$ cat src/design/wmdf_pkg.sv
package wmdf_pkg;

    localparam int SAMPLE_W    = 17;
    localparam int MEAN_W      = 16;
    localparam int ADJ_W       = 18;
    localparam int HELD_W      = 5;
    localparam int OFFSET_W    = 8;
    localparam int IN_TDATA_W  = 24;
    localparam int OUT_TDATA_W = 40;

    // -80 in two's complement
    localparam logic [OFFSET_W-1:0] OFFSET_RESET = 8'hB0;

    typedef enum logic [1:0] {
        S_IDLE,
        S_DIV,
        S_WAIT
    } t_state;

endpackage

$ cat src/design/windowed_mean_distance_filter_top.sv
// Running mean of the last WINDOW valid distance samples. A sample with bit 16
// set (negative, -1 = no reading) is not stored and just reports the current
// mean; tuser high empties the window. Samples sit in a shift chain of WINDOW
// cells, the last cell being the oldest one that leaves the sum once full.
// Each item runs through these steps: window and sum update on the accepting
// edge, a registered start loads the divider, the bit-serial divider (width
// SUM_W = 16 + clog2(WINDOW)) works out the quotient, then the result lands in
// the output register once that register is free. The input is ready again
// when the result is loaded, so no new item is taken while one is dividing.
// The next item is taken while a result still waits on the output side.
module windowed_mean_distance_filter_top #(
    parameter int WINDOW = 20
) (
    input  logic                                i_clk,
    input  logic                                i_rst_n,
    // config: mount_offset_mm
    input  logic                                i_cfg_wen,
    input  logic [wmdf_pkg::OFFSET_W-1:0]       i_cfg_wdata,
    // [16:0] sample_mm, [23:17] zero
    input  logic [wmdf_pkg::IN_TDATA_W-1:0]     i_s_tdata,
    // [0] clear_filter
    input  logic                                i_s_tuser,
    input  logic                                i_s_tvalid,
    output logic                                o_s_tready,
    // [15:0] mean_mm, [33:16] adjusted_mean_mm, [38:34] samples_held, [39] zero
    output logic [wmdf_pkg::OUT_TDATA_W-1:0]    o_m_tdata,
    output logic                                o_m_tvalid,
    input  logic                                i_m_tready
);
    import wmdf_pkg::*;

    localparam int CNT_W = $clog2(WINDOW + 1);
    localparam int SUM_W = MEAN_W + $clog2(WINDOW);

    t_state r_state;
    t_state n_state;

    logic [OFFSET_W-1:0] r_offset;
    logic [CNT_W-1:0]    r_count;
    logic [CNT_W-1:0]    n_count;
    logic [SUM_W-1:0]    r_sum;
    logic [SUM_W-1:0]    n_sum;
    logic                r_start;

    logic                r_out_valid;
    logic [MEAN_W-1:0]   r_mean;
    logic [ADJ_W-1:0]    r_adj;
    logic [HELD_W-1:0]   r_held;

    logic                w_in_acc;
    logic                w_sample_ok;
    logic                w_shift;
    logic                w_full;
    logic                w_out_free;
    logic                w_load;
    logic                w_div_done;
    logic [SUM_W-1:0]    w_quot;
    logic [MEAN_W-1:0]   w_mean;
    logic [MEAN_W-1:0]   w_tap [WINDOW+1];

    assign w_in_acc    = i_s_tvalid && o_s_tready;
    assign w_sample_ok = !i_s_tdata[SAMPLE_W-1];
    assign w_shift     = w_in_acc && !i_s_tuser && w_sample_ok;
    assign w_full      = (r_count == CNT_W'(WINDOW));
    assign w_out_free  = !r_out_valid || i_m_tready;

    // window storage: new sample enters cell 0, oldest sits in the last cell
    assign w_tap[0] = i_s_tdata[MEAN_W-1:0];

    for (genvar g = 0; g < WINDOW; g++) begin : g_cell
        wmdf_cell u_cell (
            .i_clk  (i_clk),
            .i_shift(w_shift),
            .i_data (w_tap[g]),
            .o_data (w_tap[g+1])
        );
    end

    always_comb begin
        n_count = r_count;
        n_sum   = r_sum;
        if (w_in_acc && i_s_tuser) begin
            n_count = '0;
            n_sum   = '0;
        end else if (w_shift) begin
            n_count = w_full ? r_count : r_count + 1'b1;
            n_sum   = r_sum - (w_full ? SUM_W'(w_tap[WINDOW]) : '0)
                      + SUM_W'(i_s_tdata[MEAN_W-1:0]);
        end
    end

    always_ff @(posedge i_clk) begin
        if (!i_rst_n) begin
            r_count  <= '0;
            r_sum    <= '0;
            r_offset <= OFFSET_RESET;
            r_start  <= 1'b0;
        end else begin
            r_count <= n_count;
            r_sum   <= n_sum;
            r_start <= w_in_acc;
            if (i_cfg_wen) begin
                r_offset <= i_cfg_wdata;
            end
        end
    end

    wmdf_div #(
        .SUM_W(SUM_W),
        .CNT_W(CNT_W)
    ) u_div (
        .i_clk     (i_clk),
        .i_rst_n   (i_rst_n),
        .i_start   (r_start),
        .i_dividend(r_sum),
        .i_divisor (r_count),
        .o_done    (w_div_done),
        .o_quotient(w_quot)
    );

    // divide by zero gives all ones; empty window reports 0
    assign w_mean = (r_count == '0) ? '0 : w_quot[MEAN_W-1:0];

    always_comb begin
        n_state = r_state;
        unique case (r_state)
            S_IDLE: begin
                if (w_in_acc) n_state = S_DIV;
            end
            S_DIV: begin
                if (w_div_done) n_state = w_out_free ? S_IDLE : S_WAIT;
            end
            S_WAIT: begin
                if (w_out_free) n_state = S_IDLE;
            end
            default: n_state = S_IDLE;
        endcase
    end

    always_comb begin
        o_s_tready = 1'b0;
        w_load     = 1'b0;
        unique case (r_state)
            S_IDLE:  o_s_tready = 1'b1;
            S_DIV:   w_load     = w_div_done && w_out_free;
            S_WAIT:  w_load     = w_out_free;
            default: w_load     = 1'b0;
        endcase
    end

    always_ff @(posedge i_clk) begin
        if (!i_rst_n) begin
            r_state     <= S_IDLE;
            r_out_valid <= 1'b0;
        end else begin
            r_state <= n_state;
            if (w_load) begin
                r_out_valid <= 1'b1;
            end else if (i_m_tready) begin
                r_out_valid <= 1'b0;
            end
        end
    end

    always_ff @(posedge i_clk) begin
        if (w_load) begin
            r_mean <= w_mean;
            r_adj  <= ADJ_W'(w_mean) + ADJ_W'($signed(r_offset));
            r_held <= HELD_W'(r_count);
        end
    end

    assign o_m_tvalid = r_out_valid;
    assign o_m_tdata  = {1'b0, r_held, r_adj, r_mean};

endmodule

$ cat src/design/wmdf_cell.sv
module wmdf_cell (
    input  logic                       i_clk,
    input  logic                       i_shift,
    input  logic [wmdf_pkg::MEAN_W-1:0] i_data,
    output logic [wmdf_pkg::MEAN_W-1:0] o_data
);
    import wmdf_pkg::*;

    logic [MEAN_W-1:0] r_data;

    always_ff @(posedge i_clk) begin
        if (i_shift) begin
            r_data <= i_data;
        end
    end

    assign o_data = r_data;

endmodule

$ cat src/design/wmdf_div.sv
module wmdf_div #(
    parameter int SUM_W = 21,
    parameter int CNT_W = 5
) (
    input  logic             i_clk,
    input  logic             i_rst_n,
    input  logic             i_start,
    input  logic [SUM_W-1:0] i_dividend,
    input  logic [CNT_W-1:0] i_divisor,
    output logic             o_done,
    output logic [SUM_W-1:0] o_quotient
);
    localparam int ITER_W = $clog2(SUM_W + 1);

    logic              r_busy;
    logic              r_done;
    logic [ITER_W-1:0] r_iter;
    logic [CNT_W-1:0]  r_rem;
    logic [SUM_W-1:0]  r_quot;

    logic [CNT_W:0]    w_trial;
    logic [CNT_W:0]    w_diff;
    logic              w_fits;

    // restoring divide, one quotient bit per cycle, dividend shifts out the top
    assign w_trial = {r_rem, r_quot[SUM_W-1]};
    assign w_fits  = (w_trial >= {1'b0, i_divisor});
    assign w_diff  = w_trial - {1'b0, i_divisor};

    always_ff @(posedge i_clk) begin
        if (!i_rst_n) begin
            r_busy <= 1'b0;
            r_done <= 1'b0;
            r_iter <= '0;
        end else if (i_start) begin
            r_busy <= 1'b1;
            r_done <= 1'b0;
            r_iter <= ITER_W'(SUM_W);
        end else if (r_busy) begin
            r_iter <= r_iter - 1'b1;
            r_done <= (r_iter == ITER_W'(1));
            r_busy <= (r_iter != ITER_W'(1));
        end else begin
            r_done <= 1'b0;
        end
    end

    always_ff @(posedge i_clk) begin
        if (i_start) begin
            r_rem  <= '0;
            r_quot <= i_dividend;
        end else if (r_busy) begin
            r_rem  <= w_fits ? w_diff[CNT_W-1:0] : w_trial[CNT_W-1:0];
            r_quot <= {r_quot[SUM_W-2:0], w_fits};
        end
    end

    assign o_done     = r_done;
    assign o_quotient = r_quot;

endmodule

$ cat config.mk
export PLATFORM = sky130hd
export DESIGN_NAME = windowed_mean_distance_filter_top
export DESIGN_NICKNAME = d
export VERILOG_FILES = /design/src/design/wmdf_pkg.sv /design/src/design/windowed_mean_distance_filter_top.sv /design/src/design/wmdf_cell.sv /design/src/design/wmdf_div.sv
export SDC_FILE = /design/constraint.sdc
export NUM_CORES = 1
export LEC_CHECK = 0
export ABC_AREA = 1
export BUFFER_PORTS_ARGS = -buffer_cell sky130_fd_sc_hd__buf_2
export CAP_MARGIN = 10
export CELL_PAD_IN_SITES_DETAIL_PLACEMENT = 0
export CELL_PAD_IN_SITES_GLOBAL_PLACEMENT = 1
export CORE_MARGIN = 2
export CORE_UTILIZATION = 50
export CTS_BUF_LIST = sky130_fd_sc_hd__clkbuf_4 sky130_fd_sc_hd__clkbuf_8
export DETAILED_ROUTE_END_ITERATION = 10
export GPL_TIMING_DRIVEN = 0
export MAX_ROUTING_LAYER = met4
export PLACE_DENSITY = 0.8
export SLEW_MARGIN = 20
export SYNTH_ARGS = -nofsm -noshare
export SYNTH_HDL_FRONTEND = slang
export SYNTH_SLANG_ARGS = --single-unit
$ cat constraint.sdc
create_clock -name i_clk -period 7.95 [get_ports i_clk]
set_input_delay 1.1925 -clock i_clk [delete_from_list [all_inputs] [get_ports i_clk]]
set_output_delay 1.1925 -clock i_clk [all_outputs]
set_load 0.005 [all_outputs]
---- Word-level counts from Yosys, hierarchy flattened ----
Index checks and enable logic that the tools add are counted.
word-level totals
  logic and storage cells ................. 89
  register bits ........................... 430
  output and inout bits ................... 42
cells by class
  add/subtract/negate cells ............... 6
  equality and inequality tests ........... 8
  magnitude comparators ................... 1
  multiplexer cells ....................... 18
  bitwise operators ....................... 3
  reductions and logical operators ........ 18
operator list
  operator               number
  $mux W21               2
  $mux W16               2
  $add A21 B16 Y21       1
  $sub A21 B16 Y21       1
  $add A17 B8 Y18        1
  $mux W5                3
  $mux W2                4
  $ge A6 B5 Y1           1
  $pmux W2 S3            1
  $add A5 B1 Y5 const B  1
  $eq A5 B1 Y1 const B   1
  $eq A5 B5 Y1 const B   1
  $logic_and A1 B1 Y1    5
  $logic_not A5 Y1       1
  $mux W1                5
  $ne A5 B1 Y1 const B   1
  $sub A5 B1 Y5 const B  1
  $sub A5 B5 Y5          1
  $ne A2 B2 Y1 const B   2
  $reduce_bool A2 Y1     2
  $reduce_or A2 Y1       2
  $logic_not A1 Y1       3
  $not A1 Y1             3
  $reduce_and A3 Y1      1
  other kinds (8)        8

---- Longest topological paths before layout ----
Gate-level depths: netlist of run 1.
  word-level depth ........................ 6
  gate-level depth with buffers ........... 20
  depth with buffers taken out ............ 20

---- Hierarchy ----
A second synthesis of run 1 with hierarchy kept.
unflattened totals
  cells, all modules ...................... 1,318
  area, all modules ....................... 17,105.2 µm²
by module, submodules not included
  module                             seq. area each (µm²)  area each (µm²)  times used  cells an instance
  wmdf_cell                          480.5                 480.5            20          16
  windowed_mean_distance_filter_top  1,931.9               5,796.8          1           795
  wmdf_div                           870.8                 1,699.1          1           203

---- Worst setup path before layout of run 1 ----
OpenSTA, ideal clock, no wires.
  path type ............................... input port to flip-flop
  from .................................... input i_s_tvalid
  to ...................................... register g_cell[0].u_cell.r_data[0] (enable)
  path slack .............................. 2,141 ps
  library setup time ...................... 544 ps
  buffers on the path ..................... 1
  cell stages on the path ................. 5
  data arrival time ....................... 5,265 ps
  cells stage by stage .................... nand2_2 nor2_2 nand2_2 inv_2 buf_2
between the ends
  word-level cells in the longest chain between the ends .. 3
RTL lines
  what                               line                                     RTL
  start, declared                    windowed_mean_distance_filter_top.sv:23  input logic i_s_tvalid,
  $logic_and A1 B1 Y1                windowed_mean_distance_filter_top.sv:61  assign w_in_acc = i_s_tvalid && o_s_tready;
  $logic_and A1 B1 Y1 (2 in series)  windowed_mean_distance_filter_top.sv:63  assign w_shift = w_in_acc && !i_s_tuser && w_sample_ok;
  net g_cell[0].u_cell.i_shift       wmdf_cell.sv:3                           input logic i_shift,
  end signal, assigned               wmdf_cell.sv:13                          r_data <= i_data;
  end, declared                      wmdf_cell.sv:9                           logic [MEAN_W-1:0] r_data;
The timed path passes the listed nets, and every way through them passes these cells.
A chain may end at the register's enable or synchronous reset.

---- Worst setup path after layout of run 1 ----
  from .................................... register r_count[0]
  to ...................................... register r_sum[15]
between the ends
  word-level cells in the longest chain between the ends .. 4
RTL lines
  what                    line                                      RTL
  start, declared         windowed_mean_distance_filter_top.sv:39   logic [CNT_W-1:0] r_count;
  start signal, assigned  windowed_mean_distance_filter_top.sv:99   r_count <= n_count;
  $eq A5 B5 Y1            windowed_mean_distance_filter_top.sv:64   assign w_full = (r_count == CNT_W'(WINDOW));
  $mux W16                windowed_mean_distance_filter_top.sv:87   n_sum = r_sum - (w_full ? SUM_W'(w_tap[WINDOW]) : '0)
  $sub A21 B16 Y21        windowed_mean_distance_filter_top.sv:87
  $add A21 B16 Y21        windowed_mean_distance_filter_top.sv:88   + SUM_W'(i_s_tdata[MEAN_W-1:0]);
  end signal, assigned    windowed_mean_distance_filter_top.sv:100  r_sum <= n_sum;
  end, declared           windowed_mean_distance_filter_top.sv:41   logic [SUM_W-1:0] r_sum;
Every way passes these cells.

==> results of run 1 <==
cell usage after synthesis, types with 4 or more instances:
library cell	number	area [µm²]
edfxtp_1	380	11400
inv_1	208	781
nand2_1	194	728
nor2_1	84	315
a21oi_1	51	255
dfxtp_1	50	1000
ha_1	50	626
nand3_1	47	235
o21ai_0	43	215
fa_1	18	360
xor2_1	17	149
inv_2	14	52.6
nand2_2	14	87.6
nor3_1	11	55.1
clkbuf_1	9	33.8
nand3_2	9	90.1
o211ai_1	6	45.0
a211oi_1	5	37.5
buf_2	5	25.0
nor2_2	5	31.3
o21bai_1	5	37.5
xnor2_1	5	43.8
nand4_1	4	25.0
nor2_4	4	45.0
o21ai_1	4	20.0
kinds of logic after synthesis:
kind of cell,count (synthesis),share of synthesized area
XOR/XNOR,22,0.0114
flip-flops,430,0.732
adder cells (fa/ha/maj),68,0.0582
other,1,0.000221
AND/OR/NAND/NOR,382,0.100
AO/OA/AOI/OAI,132,0.0448
buffers and inverters,238,0.0533
worst paths after layout:
kind	startpoint	endpoint	slack, ns	cells after the start
max	r_count[0]	r_sum[15]	4.32	18
max reg2reg	r_count[0]	r_sum[15]	4.32	18
min	g_cell[10].u_cell.o_data[6]	g_cell[11].u_cell.o_data[6]	0.40	0
min reg2reg	g_cell[10].u_cell.o_data[6]	g_cell[11].u_cell.o_data[6]	0.40	0
power by group through the flow:
stage / registers, W / clock network (W) / logic (W)
global placement: 0.00271 / 0 / 0.000572
CTS: 0.00265 / 0.00198 / 0.000597
finish: 0.00265 / 0.00192 / 0.000593
global route: 0.00266 / 0.00207 / 0.000688
detailed placement: 0.00270 / 0 / 0.000594
floorplan: 0.00270 / 0 / 0.000432
layout by cell type (no fill, tap or decap), types with 6 or more instances in the layout:
| master | count |
|---|---|
| edfxtp_1 | 380 |
| dfxtp_1 | 50 |
| nand2_1 | 194 |
| nor3_1 | 11 |
| nor2_1 | 83 |
| inv_2 | 14 |
| buf_2 | 74 |
| o21ai_0 | 43 |
| nand3_2 | 9 |
| fa_1 | 18 |
| clkbuf_8 | 71 |
| clkinvlp_4 | 6 |
| nand2_2 | 14 |
| clkinv_1 | 13 |
| clkbuf_1 | 9 |
| a21oi_1 | 51 |
| clkbuf_4 | 21 |
| clkinv_2 | 9 |
| o211ai_1 | 6 |
| nand3_1 | 47 |
| xor2_1 | 17 |
| inv_1 | 208 |
| ha_1 | 50 |
metal layers:
layer	GRT usage	vias to the layer above
li1	-	4608
met1	0.253	4456
met2	0.262	157
met3	0.0335	39
met4	0.0572	0
met5	-	-
metrics by stage:
step / hold WS [ns] / worst slack [ns]
3_5_place_dp: 0.405 / 4.33
6_report: 0.404 / 4.32
5_1_grt: 0.413 / 4.01
2_1_floorplan: 0.400 / 2.14
4_1_cts: 0.407 / 4.30
3_3_place_gp: 0.401 / 0.488
registers in the layout (all words and copies together) (netlist names), 2 cells and up:
signal                count
g_cell.u_cell.o_data    320
r_sum                    21
u_div.o_quotient         21
r_adj                    18
r_mean                   16
r_offset                  8
r_count                   5
r_held                    5
u_div.r_iter              5
u_div.r_rem               5
r_state                   2
cell type report:
cell class	count	area, µm²	share of cell area
repair buffers	74	453	0.0233
plain buffers	16	80.1	0.00413
flip-flops and latches	430	12400	0.640
clock inverters	33	289	0.0149
multi-input cells	605	3650	0.188
well taps	448	561	0.0289
inverters	222	833	0.0429
clock buffers	92	1130	0.0585
==> results.json, run 1 <==
{
  "status": "finished clean",
  "grt_pass1_vias": 9297,
  "finalNonFillerCells": 1920,
  "dp_hpwl_um": 19900,
  "fin_crit_ns": 3.63,
  "path_class": "register to register",
  "wl_met2_um": 13400,
  "grt_antenna_before_repair": 0,
  "final_cell_area_mm2": 0.0194,
  "pwr-share-clk": 0.371,
  "ys_warn_count": 0,
  "synth_enable_flop_cells": 380,
  "cp-end-kind": "register",
  "drt_wl_total_um": 29400,
  "io_pins": 80,
  "ir_drop_mv": 0.172,
  "synthFlopType": "edfxtp_1",
  "firstDrtPassIters": 5,
  "required_ns": 8.42,
  "critPathLaunchType": "register",
  "numCtsBuffers": 68,
  "share_seq_of_total_power": 0.514,
  "gr-total-overflow": 0,
  "first_iter_violations": 557,
  "p_int_w": 0.00390,
  "num-nets-final": 1523,
  "gp_congestion": 0.850,
  "place_inst": 1795,
  "synth_cells": 1273,
  "rsz0062_at_grt": "no",
  "path_delay_family": "adder cells",
  "dr_total_vias": 9260,
  "setup_viol": 0,
  "p_sw_w": 0.00127,
  "clk_path_buf_depth": 3,
  "cts_tree": "done",
  "ys_seq_area_frac": 0.732,
  "hold_viol_final": 0,
  "avgRoutedWirePerCell_um": 15.3,
  "htree_levels": 3,
  "clk_pin_slew_ns": 0.06,
  "fin_worst_skew_ns": 0.0196,
  "initial_utilization": 0.507,
  "post_cts_buffers": 0,
  "netlist_area_mm2": 0.0170,
  "die_x_um": 188,
  "rows": 67,
  "clock.fmax_mhz": 275,
  "drcViolationCount": 0,
  "fin_tns_setup_ns": 0,
  "grt_pass1_wl_um": 47600,
  "cp_cell_sequence": "inv_1 -> ha_1 -> nand4_2 -> clkbuf_1 -> nor2_1 -> fa_1 -> inv_1 -> ha_1 -> nand2_2 -> inv_2 -> a21oi_2 -> nor2_1 -> nor2_1 -> nand2_1 -> nand2_1 -> nand3_1 -> nand2_1 -> inv_1",
  "hold_class": "register to register",
  "crit_buf_inv": 5,
  "postCtsHoldBufs": 0,
  "worst-endpoint-arrival_ns": 4.10,
  "avgSynthCellArea_um2": 13.3,
  "coreArea_mm2": 0.0334,
  "cts-resized-gates": 0,
  "fill_cells": 2670,
  "post-route-period-util": 0.457,
  "syn-num-nets": 1379,
  "slowest_delay_ns": 0.50,
  "worst_slew_pin_slew_ns": 0.905,
  "cts.sinks": 430,
  "antennaDiodeCount": 0,
  "placed_area_mm2": 0.0180,
  "fin_util": 0.580,
  "grt_max_degree": 109,
  "relSlewSlack": 0.396,
  "area_growth_pct": 14.5,
  "synth.distinct_cells": 42,
  "track_usage": 0.178,
  "leakage_nw": 7.76,
  "slew_violations": 0,
  "swShare": 0.245,
  "met3_length_um": 1030,
  "die_area_mm2": 0.0354,
  "cp_max_fo": 10,
  "synthArstFlopShare": 0,
  "cap_violations": 0,
  "drive_gt1_frac": 0.173,
  "met1_length_um": 14500,
  "avgViaCountPerCell": 4.82,
  "power_density_mw_per_mm2": 266,
  "crit_slowest_cell": "fa_1",
  "root_buffer": "clkbuf_8",
  "power.total_w": 0.00516,
  "clock_latency_ns": 0.58,
  "synth-seq-cells": 430,
  "port_buffers": 70,
  "dr.max_layer_used": "met4",
  "pwr-share-comb": 0.115,
  "ant_nets": 0,
  "dieHeight_um": 188
}
Power figures use the tool's default switching activity.
==> inputs of run 2 (changes only) <==
--- a/config.mk
+++ b/config.mk
@@ -5,13 +5,13 @@
 export SDC_FILE = /design/constraint.sdc
 export NUM_CORES = 1
 export LEC_CHECK = 0
-export ABC_AREA = 1
+export ABC_AREA = 0
 export BUFFER_PORTS_ARGS = -buffer_cell sky130_fd_sc_hd__buf_2
 export CAP_MARGIN = 10
 export CELL_PAD_IN_SITES_DETAIL_PLACEMENT = 0
 export CELL_PAD_IN_SITES_GLOBAL_PLACEMENT = 1
 export CORE_MARGIN = 2
-export CORE_UTILIZATION = 50
+export CORE_UTILIZATION = 49
 export CTS_BUF_LIST = sky130_fd_sc_hd__clkbuf_4 sky130_fd_sc_hd__clkbuf_8
 export DETAILED_ROUTE_END_ITERATION = 10
 export GPL_TIMING_DRIVEN = 0
==> constraint.sdc (replaced) <==
create_clock -name i_clk -period 3.1 [get_ports i_clk]
set_input_delay 0.465 -clock i_clk [delete_from_list [all_inputs] [get_ports i_clk]]
set_output_delay 0.465 -clock i_clk [all_outputs]
set_load 0.005 [all_outputs]
==> run 2 against run 1 <==
The run now ends with negative setup slack left. Count of clock-buffer cells in the layout fell by 13. Non-clock buffer count rose by 51. Die area fell by 0.61%. Cell count fell by 11%. Synthesized cell count fell by 20%. Utilization rose by 2.4 points. Sequential power rose by 150%. Via count fell by 6.6%.
==> results.json, run 2 <==
{
  "rows": 67,
  "clock_latency_ns": 0.60,
  "multiInputGateArea_mm2": 0.00437,
  "path_class": "register to register",
  "dieHeight_um": 188,
  "crit_slowest_cell": "fa_2",
  "ir_drop_mv": 0.415,
  "rsz0062_at_grt": "yes",
  "cp_max_fo": 5,
  "grt_pass1_wl_um": 44900,
  "critPathLaunchType": "register",
  "most-common-layout-cells": "edfxtp_1, inv_1, clkbuf_8, buf_2, nor2_1",
  "root_buffer": "clkbuf_8",
  "setup_viol": 13,
  "die_area_mm2": 0.0352,
  "fin_tns_setup_ns": -2.22,
  "gr-total-overflow": 0,
  "reg2reg_slack_ns": -0.34,
  "synth_cells": 1022,
  "avgSynthCellArea_um2": 16.2,
  "fin_ws_ns": -0.339,
  "first_iter_violations": 362,
  "area_growth_pct": 22.2,
  "path_common_cell": "fa_2",
  "cp-endpoint": "r_sum[20]",
  "numCtsBuffers": 68,
  "netlist.area_leader.share": 0.691,
  "clk_path_buf_depth": 3,
  "rr_endpoint": "r_sum[20]",
  "cts.sinks": 430,
  "synthTopCellsByCount": "edfxtp_1, inv_1, dfxtp_1, ha_1, nor2_1",
  "largest_reg_flops": 320,
  "ant_nets": 0,
  "place_ws_ns": -0.992,
  "gp_congestion": 0.832,
  "yosysMostFrequentCell": "edfxtp_1",
  "required_ns": 3.56,
  "antennaDiodeCount": 0,
  "ff2ff_path_depth": 14,
  "r2r_start": "r_count[1]",
  "syn-num-nets": 1128,
  "synth_area_leaders": "edfxtp_1, dfxtp_1, ha_1",
  "avgRoutedWirePerCell_um": 16.6,
  "violations": "negative setup slack",
  "hold_viol_final": 0,
  "avgViaCountPerCell": 5.06,
  "postCtsHoldBufs": 0,
  "post-route-period-util": 1.11,
  "grt_max_degree": 62,
  "relSlewSlack": 0.512,
  "drive_gt1_frac": 0.301,
  "synth-seq-cells": 430,
  "slew_violations": 0,
  "yosysTopAreaCell": "edfxtp_1",
  "finalNonFillerCells": 1709,
  "final_common_cell": "edfxtp_1",
  "io_pins": 80,
  "leakage_nw": 7.26,
  "timing.hold.ws_ns": 0.0517,
  "grt_antenna_before_repair": 0,
  "slowest_delay_ns": 0.55,
  "cp_cell_sequence": "inv_4 -> ha_4 -> and4_4 -> clkbuf_16 -> and2_4 -> fa_2 -> fa_2 -> and2b_1 -> o31a_1 -> a31oi_4 -> o211ai_4 -> a2111o_1 -> o211ai_2 -> o31ai_2",
  "htree_levels": 3,
  "dp_hpwl_um": 16600,
  "worst_slew_pin_slew_ns": 0.731,
  "power.total_w": 0.0127,
  "status": "complete, but fails checks",
  "cap_violations": 0,
  "place_inst": 1542,
  "track_usage": 0.167,
  "synthFlopType": "edfxtp_1",
  "firstDrtPassIters": 4,
  "clk_pin_slew_ns": 0.06,
  "ys_warn_count": 0,
  "critPathLaunch": "r_count[1]",
  "die_x_um": 188,
  "seq_area_mm2": 0.0124,
  "power_density_mw_per_mm2": 632,
  "worst-endpoint-arrival_ns": 3.90,
  "num-nets-final": 1315,
  "fill_cells": 2541,
  "grt_pass1_vias": 8720,
  "synth.distinct_cells": 68,
  "dr_total_vias": 8645,
  "hold_class": "input pin to register",
  "ys_seq_area_frac": 0.752,
  "netlist_area_mm2": 0.0165,
  "drcViolationCount": 0,
  "fin_crit_ns": 3.44,
  "drt_wl_total_um": 28400,
  "cts_tree": "done",
  "cp-end-kind": "register",
  "fin_worst_skew_ns": 0.0259,
  "synthArstFlopShare": 0,
  "clock.fmax_mhz": 291,
  "initial_utilization": 0.495,
  "synth_enable_flop_cells": 380,
  "port_buffers": 69,
  "coreArea_mm2": 0.0334
}
-- run 2: cell types whose count changed after synthesis, moves of 14 or more --
cell     before  now
inv_2        14    0
and2_1        0   20
nand2_1     194   37
o21ai_0      43   18
nand3_1      47   13
mux2i_1       0   15
nand2_2      14    0
mux2_2        0   21
nor2_1       84   50
a21o_1        3   17
nor2b_1       0   23
inv_1       208   94
-- run 2: kinds of logic (layout without fill, tap and decap cells) --
group                    after synthesis  after routing  synth area share
AO/OA/AOI/OAI                        144            144            0.0602
XOR/XNOR                              32             32            0.0170
adder cells (fa/ha/maj)               68             68            0.0597
buffers and inverters                119            358            0.0280
flip-flops                           430            430             0.752
multiplexers                          36             36            0.0234
other                                  1              1          0.000227
AND/OR/NAND/NOR                      192            192            0.0596
-- run 2: worst min-delay path by stage --
stage	start	endpoint	slack [ns]	cells after the start
finish	i_s_tdata[14]	g_cell[0].u_cell.o_data[14]	0.05	1
global route	i_s_tdata[13]	g_cell[0].u_cell.o_data[13]	0.01	1
CTS	i_s_tdata[8]	g_cell[0].u_cell.o_data[8]	0.003	1
detailed placement	g_cell[10].u_cell.o_data[7]	g_cell[11].u_cell.o_data[7]	0.40	0
global placement	g_cell[18].u_cell.o_data[13]	g_cell[19].u_cell.o_data[13]	0.40	0
floorplan	g_cell[9].u_cell.o_data[0]	g_cell[10].u_cell.o_data[0]	0.40	0
-- run 2: what timing repair did --
action / in CTS / in global routing
pin swaps: 34 / 74
setup endpoints to repair: 257 / 105
endpoints found under the hold margin: 0 / 0
cloned: 5 / 1
buffers inserted: 17 / 25
gates resized for setup: 48 / 106
-- run 2: final cells by class --
type	instances	share of cell area
buffer	22	0.00856
multi-input combinational	473	0.217
inverter	95	0.0179
sequential	430	0.616
tap	448	0.0278
clock buffer	79	0.0511
timing repair buffer	119	0.0441
clock inverter	43	0.0180
-- run 2: metal layers --
metal	share of wire	GRT usage
met1	0.48	0.226
met2	0.46	0.251
met3	0.040	0.0329
met4	0.024	0.0648
met5	0	-
-- run 2: critical path, delay by kind of cell, from the launching register on --
kind            cells  cell delay, ns
flops               1            0.36
simple gates        3            0.49
compound gates      6            1.35
fa+ha+maj           3            0.91
buf+inv             2            0.20
-- run 2: metrics by stage --
stage | utilization | area [µm²]
4_1_cts | 0.585 | 19500
3_3_place_gp | 0.526 | 17600
6_report | 0.605 | 20200
5_1_grt | 0.605 | 20200
2_1_floorplan | - | 16700
3_5_place_dp | 0.529 | 17600
-- run 2: where the power goes --
| group | leakage, nW | internal, W | total (W) | switching (W) |
|---|---|---|---|---|
| Sequential | 3.89 | 0.00651 | 0.00660 | 0.0000937 |
| Combinational | 2.64 | 0.000583 | 0.00129 | 0.000704 |
| Clock | 0.729 | 0.00262 | 0.00485 | 0.00224 |
==> inputs of run 3 (changes only) <==
==> constraint.sdc (replaced) <==
create_clock -name i_clk -period 3.1 [get_ports i_clk]
set_input_delay 0.31 -clock i_clk [delete_from_list [all_inputs] [get_ports i_clk]]
set_output_delay 0.31 -clock i_clk [all_outputs]
set_load 0.005 [all_outputs]
==> run 3 against run 2 <==
The flow still finishes with violations (negative setup slack). Die area stayed put. Utilization up 0.75 points. Worst hold slack better by 0.027 ns. Setup slack gained 0.00091 ns. Flip-flop and latch count is the same. First-iteration DRC count grew 4.1%. Design area grew 1.2%. Sequential power barely moved. Wire length increased by 1.2%. Clock skew about the same. Critical path depth is the same. Highest routed layer unchanged.
==> results.json, run 3 (same netlist as run 2, synthesis figures left out) <==
{
  "num-nets-final": 1340,
  "slew_violations": 0,
  "fin_worst_skew_ns": 0.0260,
  "most-common-layout-cells": "edfxtp_1, inv_1, clkbuf_8, buf_2, nor2_1",
  "gr-total-overflow": 0,
  "avgViaCountPerCell": 5.02,
  "numCtsBuffers": 68,
  "initial_utilization": 0.495,
  "fin_crit_ns": 3.44,
  "ant_nets": 0,
  "largest_reg_flops": 320,
  "required_ns": 3.56,
  "pwr-share-clk": 0.380,
  "die_x_um": 188,
  "cp_max_fo": 5,
  "avgRoutedWirePerCell_um": 16.6,
  "track_usage": 0.169,
  "port_buffers": 69,
  "dp_hpwl_um": 16600,
  "clk_pin_slew_ns": 0.06,
  "seq_area_mm2": 0.0124,
  "worst_slew_pin_slew_ns": 0.745,
  "path_class": "register to register",
  "final_common_cell": "edfxtp_1",
  "cap_violations": 0,
  "rsz0062_at_grt": "yes",
  "timing.hold.ws_ns": 0.0792,
  "fill_cells": 2501,
  "dieHeight_um": 188,
  "worst-endpoint-arrival_ns": 3.90,
  "rows": 67,
  "drive_gt1_frac": 0.295,
  "final_cell_area_mm2": 0.0204,
  "multiInputGateArea_mm2": 0.00437,
  "fin_ws_ns": -0.338,
  "fin_util": 0.612,
  "pwr-share-comb": 0.103,
  "gp_congestion": 0.832,
  "cts.sinks": 430,
  "leakage_nw": 7.36,
  "first_iter_violations": 377,
  "setup_viol": 13,
  "drcViolationCount": 0,
  "io_pins": 80,
  "finalNonFillerCells": 1734,
  "critPathLaunchType": "register",
  "drt_wl_total_um": 28800,
  "grt_pass1_wl_um": 45600,
  "clock_latency_ns": 0.60,
  "relSlewSlack": 0.503,
  "swShare": 0.238,
  "firstDrtPassIters": 4,
  "hold_class": "input pin to register",
  "power_density_mw_per_mm2": 625,
  "antennaDiodeCount": 0,
  "status": "complete, but fails checks",
  "htree_levels": 3,
  "place_inst": 1542,
  "grt_max_degree": 62,
  "p_int_w": 0.00973,
  "area_growth_pct": 23.7,
  "cp-end-kind": "register",
  "cts_tree": "done",
  "ir_drop_mv": 0.470,
  "post-route-period-util": 1.11,
  "hold_viol_final": 0,
  "share_seq_of_total_power": 0.517,
  "clock.fmax_mhz": 291,
  "violations": "negative setup slack",
  "placed_area_mm2": 0.0176,
  "coreArea_mm2": 0.0334,
  "grt_antenna_before_repair": 0,
  "grt_pass1_vias": 8895,
  "clk_path_buf_depth": 3,
  "p_sw_w": 0.00304,
  "root_buffer": "clkbuf_8",
  "die_area_mm2": 0.0352,
  "dr_total_vias": 8697
}
## run 3: cell count changes in the layout (fill, tap and decap cells not counted)
cell and delta:
dlygate4sd3_1 +25
## run 3: layer usage
| metal | vias to the layer above | track usage | part of all wire |
|---|---|---|---|
| met2 | 193 | 0.257 | 0.46 |
| met3 | 59 | 0.0333 | 0.042 |
| met4 | 0 | 0.0645 | 0.024 |
| li1 | 4191 | - | - |
| met1 | 4254 | 0.226 | 0.48 |
| met5 | - | - | 0 |
## run 3: power groups by stage
stage / clock [W] / combinational (W) / sequential [W]
2_1_floorplan: 0 / 0.000780 / 0.00669
6_report: 0.00485 / 0.00131 / 0.00660
5_1_grt: 0.00526 / 0.00145 / 0.00662
4_1_cts: 0.00502 / 0.00115 / 0.00660
3_3_place_gp: 0 / 0.000987 / 0.00672
3_5_place_dp: 0 / 0.00101 / 0.00672
## run 3: critical path, stage by stage (launching register included)
cell	delay, ns
dfxtp_4	0.36
inv_4	0.04
ha_4	0.15
and4_4	0.16
clkbuf_16	0.16
and2_4	0.14
fa_2	0.55
fa_2	0.21
and2b_1	0.19
o31a_1	0.40
a31oi_4	0.23
o211ai_4	0.15
a2111o_1	0.40
o211ai_2	0.08
o31ai_2	0.09
## run 3: worst paths after layout
check                                   from                          end  slack, ns  depth (start not counted)
hold reg to reg   g_cell[9].u_cell.o_data[3]  g_cell[10].u_cell.o_data[3]       0.41                          0
hold / removal                       i_rst_n                  r_offset[5]       0.08                          2
setup reg to reg                  r_count[1]                    r_sum[20]      -0.34                         14
setup / recovery                  r_count[1]                    r_sum[20]      -0.34                         14
## run 3: timing repair
item / in CTS / in global routing
setup buffers: 17 / 25
pin swaps: 34 / 74
gates cloned: 5 / 1
resized for setup: 48 / 106
hold buffers: 25 / 0
endpoints found under the hold margin: 25 / 0
setup endpoints to repair: 257 / 105
## run 3: final cells by class
type / instances / share of cell area
Clock buffer: 79 / 0.0505
Multi-Input combinational cell: 473 / 0.214
Clock inverter: 43 / 0.0178
Sequential cell: 430 / 0.608
Tap cell: 448 / 0.0274
Inverter: 95 / 0.0176
Timing Repair Buffer: 144 / 0.0558
Buffer: 22 / 0.00845
## run 3: stage by stage
step / setup slack [ns] / TNS [ns] / power, W
after CTS: -0.350 / -2.57 / 0.0128
after detailed placement: -0.992 / -84.19 / 0.00773
final: -0.338 / -2.24 / 0.0128
after floorplan: -0.237 / -0.600 / 0.00747
after global placement: -0.993 / -257.13 / 0.00771
after global routing: -0.407 / -3.95 / 0.0133
